<file path="src/rtl/bpis_pkg.sv">
package bpis_pkg;

    // Default sizes of the stores
    localparam int NUM_TAPS_DEF       = 31;
    localparam int MAX_IN_SAMPLES_DEF = 512;
    localparam int MAX_CHANNELS_DEF   = 16;
    localparam int MAX_POINTS_DEF     = 4096;

    // Port widths
    localparam int TDATA_IN_W  = 56;
    localparam int TUSER_IN_W  = 2;
    localparam int TDATA_OUT_W = 32;
    localparam int TUSER_OUT_W = 1;
    localparam int CFG_IDX_W   = 2;
    localparam int CFG_DATA_W  = 10;

    // Datapath widths
    localparam int ACC_W = 40;
    localparam int UPS_W = 32;

    typedef enum logic [1:0] {
        OP_TAP  = 2'd0,
        OP_MAP  = 2'd1,
        OP_PUSH = 2'd2,
        OP_READ = 2'd3
    } op_t;

    typedef enum logic [1:0] {
        REG_NUM_CHANNELS = 2'd0,
        REG_IN_SAMPLES   = 2'd1,
        REG_UP_FACTOR    = 2'd2,
        REG_OUT_STEP     = 2'd3
    } cfg_reg_t;

    typedef enum logic [2:0] {
        CMD_TAP,
        CMD_MAP,
        CMD_PUSH,
        CMD_READ,
        CMD_READ_ZERO
    } cmd_kind_t;

    typedef struct packed {
        cmd_kind_t          kind;
        logic [3:0]         channel;
        logic [11:0]        index;
        logic signed [15:0] coeff_value;
        logic [11:0]        map_target;
        logic signed [7:0]  sample_value;
    } cmd_t;

    typedef struct packed {
        logic [4:0] num_channels;
        logic [9:0] in_samples;
        logic [3:0] up_factor;
        logic [3:0] out_step;
    } cfg_t;

    typedef struct packed {
        logic take;
        logic clearing;
    } back_status_t;

endpackage

</file>
<file path="src/rtl/bpis_front.sv">
module bpis_front #(
    parameter int NUM_TAPS     = bpis_pkg::NUM_TAPS_DEF,
    parameter int MAX_CHANNELS = bpis_pkg::MAX_CHANNELS_DEF,
    parameter int MAX_POINTS   = bpis_pkg::MAX_POINTS_DEF
) (
    input  logic                            clk,
    input  logic                            rst_n,
    input  logic                            s_tvalid,
    output logic                            s_tready,
    input  logic [bpis_pkg::TDATA_IN_W-1:0] s_tdata,
    input  logic [bpis_pkg::TUSER_IN_W-1:0] s_tuser,
    output logic                            cmd_valid,
    output bpis_pkg::cmd_t                  cmd,
    input  bpis_pkg::back_status_t          status
);

    bpis_pkg::op_t  op;
    bpis_pkg::cmd_t item;
    logic           keep;
    logic           ch_ok;
    logic           idx_ok;
    logic           push;
    logic           pop;

    bpis_pkg::cmd_t q_reg [2];
    logic [1:0]     cnt_reg;
    logic           rd_reg;
    logic           wr_reg;

    // Unpack and classify the incoming item
    always_comb
    begin
        op                = bpis_pkg::op_t'(s_tuser);
        item.channel      = s_tdata[3:0];
        item.index        = s_tdata[15:4];
        item.coeff_value  = s_tdata[31:16];
        item.map_target   = s_tdata[43:32];
        item.sample_value = s_tdata[51:44];
        ch_ok             = int'(item.channel) < MAX_CHANNELS;
        idx_ok            = int'(item.index) < MAX_POINTS;
        unique case (op)
            bpis_pkg::OP_TAP:
            begin
                item.kind = bpis_pkg::CMD_TAP;
                keep      = int'(item.index) < NUM_TAPS;
            end
            bpis_pkg::OP_MAP:
            begin
                item.kind = bpis_pkg::CMD_MAP;
                keep      = ch_ok && idx_ok;
            end
            bpis_pkg::OP_PUSH:
            begin
                item.kind = bpis_pkg::CMD_PUSH;
                keep      = ch_ok;
            end
            bpis_pkg::OP_READ:
            begin
                item.kind = idx_ok ? bpis_pkg::CMD_READ : bpis_pkg::CMD_READ_ZERO;
                keep      = 1'b1;
            end
            default:
            begin
                item.kind = bpis_pkg::CMD_READ_ZERO;
                keep      = 1'b0;
            end
        endcase
    end

    assign s_tready  = (cnt_reg != 2'd2) && !status.clearing;
    assign push      = s_tvalid && s_tready && keep;
    assign pop       = status.take;
    assign cmd_valid = cnt_reg != 2'd0;
    assign cmd       = q_reg[rd_reg];

    // Hold queued commands
    always_ff @(posedge clk)
    begin
        if (push)
        begin
            q_reg[wr_reg] <= item;
        end
    end

    // Advance queue pointers
    always_ff @(posedge clk or negedge rst_n)
    begin
        if (!rst_n)
        begin
            cnt_reg <= 2'd0;
            rd_reg  <= 1'b0;
            wr_reg  <= 1'b0;
        end
        else
        begin
            if (push)
            begin
                wr_reg <= !wr_reg;
            end
            if (pop)
            begin
                rd_reg <= !rd_reg;
            end
            if (push && !pop)
            begin
                cnt_reg <= cnt_reg + 2'd1;
            end
            else if (pop && !push)
            begin
                cnt_reg <= cnt_reg - 2'd1;
            end
        end
    end

endmodule

</file>
<file path="config.mk">
export PLATFORM = sky130hd
export DESIGN_NAME = bpis_front
export DESIGN_NICKNAME = d
export VERILOG_FILES = /design/src/rtl/bpis_pkg.sv /design/src/rtl/bpis_front.sv
export SDC_FILE = /design/constraint.sdc
export NUM_CORES = 1
export LEC_CHECK = 0
export CORE_MARGIN = 2
export CORE_UTILIZATION = 35
export DETAILED_ROUTE_END_ITERATION = 7
export DONT_BUFFER_PORTS = 1
export SETUP_SLACK_MARGIN = 0.2
export SLEW_MARGIN = 20
export SYNTH_ARGS = -nofsm -noshare
export SYNTH_HDL_FRONTEND = slang
export SYNTH_SLANG_ARGS = --single-unit
</file>
<file path="constraint.sdc">
create_clock -name clk -period 7 [get_ports clk]
set_input_delay 1.4 -clock clk [delete_from_list [all_inputs] [get_ports clk]]
set_output_delay 1.4 -clock clk [all_outputs]
set_load 0.05 [all_outputs]
</file>
==> summary.txt <==
Run status
  • Status: finished with violations
  • Failing checks: DRC

Synthesis
  • Seq cells post-synth: 112
  • YS warnings: 0
  • Leading area contributor after synthesis: edfxtp_1
  • Cells taking the most area after synthesis: edfxtp_1, mux2_2, mux2_1
  • Synth Instances: roughly 200
  • Register area share after synthesis: 80.4%
  • Syn_nets: roughly 260
  • Top cell type's share of synthesized area: 78.0%
  • Synthesized area per cell: 21.3 sq um
  • Mapped Area: a little over 4000 sq um
  • Synth unique cells: 22

CTS
  • Post-CTS setup buffer count: 0
  • Clock H-tree levels: 3
  • TritonCTS buffer count: 9
  • CTS tree: done
  • Post-cts sizing count: 0
  • Clock Pin Slew Worst Setup and Hold Paths: 0.07 ns
  • Clock Root Buffer: clkbuf_16
  • CTS Sinks: about 110
  • Clock latency on the worst-skew pair: 0.35 ns
  • Buffers from clock root to sink, at most: 2
  • Hold_buf cts: 0

Route
  • Starting DRC count in detailed routing: roughly 180
  • Vias: 1746
  • Detailed Route WL: 7010 um
  • DRC viols: 8
  • Via density per instance: between 5 and 6
  • Wirelength per Cell: between 20 and 25 um
  • Drt first pass iters: 6
  • ANT nets after route: 0

Timing
  • Fin crit share: about half
  • RSZ-0062 raised after global routing: no
  • Fin Setup TNS: 0 ns
  • Setup Viol. Count Final: 0
  • Slew Viols, Final: 0
  • WHS: 0.515 ns
  • Min cycle time layout: 3.61 ns
  • Clock Skew: approximately 0.0072 ns
  • Worst Tran Pin Value: between 0.6 and 0.7 ns
  • Fmax: 277 MHz
  • Max_slew headroom: between 50% and 60%
  • Final Hold Fails: 0

Layout
  • Number of flip-flops in the largest register: 108
  • Most common cell after layout, fill and taps aside: edfxtp_1
  • Multi-input logic area: roughly 760 sq um
  • Area grow syn2layout: 9.96%
  • Diode count: 0
  • Flip-flop and latch area: ~3300 sq um
  • Layout cell share with drive strength beyond 1: a little over a quarter
  • Layout fillers: 1060
  • Most frequent cells in the layout: edfxtp_1, mux2_2, mux2_1, clkbuf_16, clkinv_1
  • Nets: roughly 260

Power
  • Maximum VDD drop: roughly 0.24 mV
  • Final Power: between 1500 and 2000 uW
  • Leak: approximately 0.0015 uW
  • PwrDens: 432 nW/um^2

GRT
  • Vias in the first global route: approximately 2000
  • Initial antenna violation count: 0
  • Overall Global Routing Usage: between 10% and 20%
  • First-pass GRT wire length: approximately 11000 um
  • Total congestion overflow: 0
  • Largest net degree at the start of global routing: 45

Floorplan
  • I/O Pins: between 100 and 150
  • Die outline width: between 100 and 150 um
  • Die Footprint: 12800 sq um
  • Std cell rows: 39
  • Core area: between 10000 and 15000 sq um
  • Starting Density: a little over a third
  • Die Ht: 113 um

Setup path
  • Critical path launch point: rd_reg
  • Critical path's largest stage delay: ~0.80 ns
  • Slowest CP cell: dfrtp_2
  • Crit path max fanout: 28
  • Nature of the critical path startpoint: register
  • Worst r2r src: cnt_reg[0]
  • Worst Path Required: 5.60 ns
  • CP arrival: roughly 2.2 ns
  • Critical Path End Type: output port
  • Crit path cell chain: buf_4 > mux2_1
  • Path type of the worst setup path: register to output port

Place
  • Gp weighted congestion: slightly below 0.7
  • Buffers added on ports: 0
  • Dpl hpwl: 4470 um

Hold path
  • Worst hold-check path type: register to register
  • Min-delay src: cnt_reg[1]

Job
  • Max-Cap Viols: 0
==> synthesized netlist by cell type <==
library cell and count:
dfrtp_1 4, nand3_1 2, inv_1 2, xor2_1 3
and2b_1 1, xor2_2 1, or2_2 1, xnor2_1 1
edfxtp_1 108, a21oi_2 1, mux2_2 33, buf_4 1
and2_1 1, buf_2 5, clkbuf_1 3, conb_1 1
or4_4 1, o41ai_2 1, o2111a_2 1, ha_1 1
mux2_1 21, nor2_1 2
==> worst paths after layout <==
check,cells after the start,slack [ns],endpoint
worst max-delay path,2,3.39,cmd[52]
worst min-delay path,1,0.52,cnt_reg[1]
worst max register to register,5,4.22,q_reg[0][39]
worst min register to register,1,0.52,cnt_reg[1]
max in group asynchronous,0,6.18,rd_reg
min in group asynchronous,0,0.74,cnt_reg[0]
==> metal layers <==
metal | global-route usage [%] | wire length (um) | up-vias
met5 | 0 | 0 | -
met4 | 4.80 | 119 | 0
met3 | 7.93 | 841 | 10
met2 | 18.8 | 3500 | 83
met1 | 11.6 | 2550 | 888
li1 | - | - | 765
==> critical path: cells and delay by family, from the launching register on <==
family	cells	cell delay (ns)
buffers and inverters	1	0.47
flip-flops	1	0.80
multiplexers	1	0.58
==> stage by stage <==
step | std cells | setup slack, ns | instance area [sq um] | utilization, %
floorplan | 195 | 2.88 | 4160 | -
global placement | 332 | 3.17 | 4320 | 37.5
detailed placement | 332 | 3.12 | 4320 | 37.5
CTS | 347 | 3.29 | 4570 | 39.7
global route | 347 | 3.21 | 4570 | 39.7
finish | 347 | 3.39 | 4570 | 39.7
==> logic make-up after synthesis <==
kind of cell    share of synthesized area, %
simple gates                            1.17
flops                                   80.4
buf+inv                                 1.23
other cells                           0.0902
mux                                     14.6
xor+xnor                                1.23
compound gates                         0.903
fa+ha+maj                              0.301
==> final cells by class <==
| type | instances | share of cell area (%) |
|---|---|---|
| clock inverters | 6 | 0.602 |
| flip-flops and latches | 112 | 73.2 |
| well taps | 143 | 3.91 |
| clock buffers | 9 | 4.93 |
| repair buffers | 3 | 0.493 |
| multi-input cells | 72 | 16.7 |
| inverters | 2 | 0.164 |
==> power by group <==
part / internal, uW / total [uW] / switching, uW
clock: 234 / 446 / 213
sequential: 816 / 870 / 54.4
combinational: 138 / 656 / 518
total: 1190 / 1970 / 785
(Power assumes the default switching activity.)
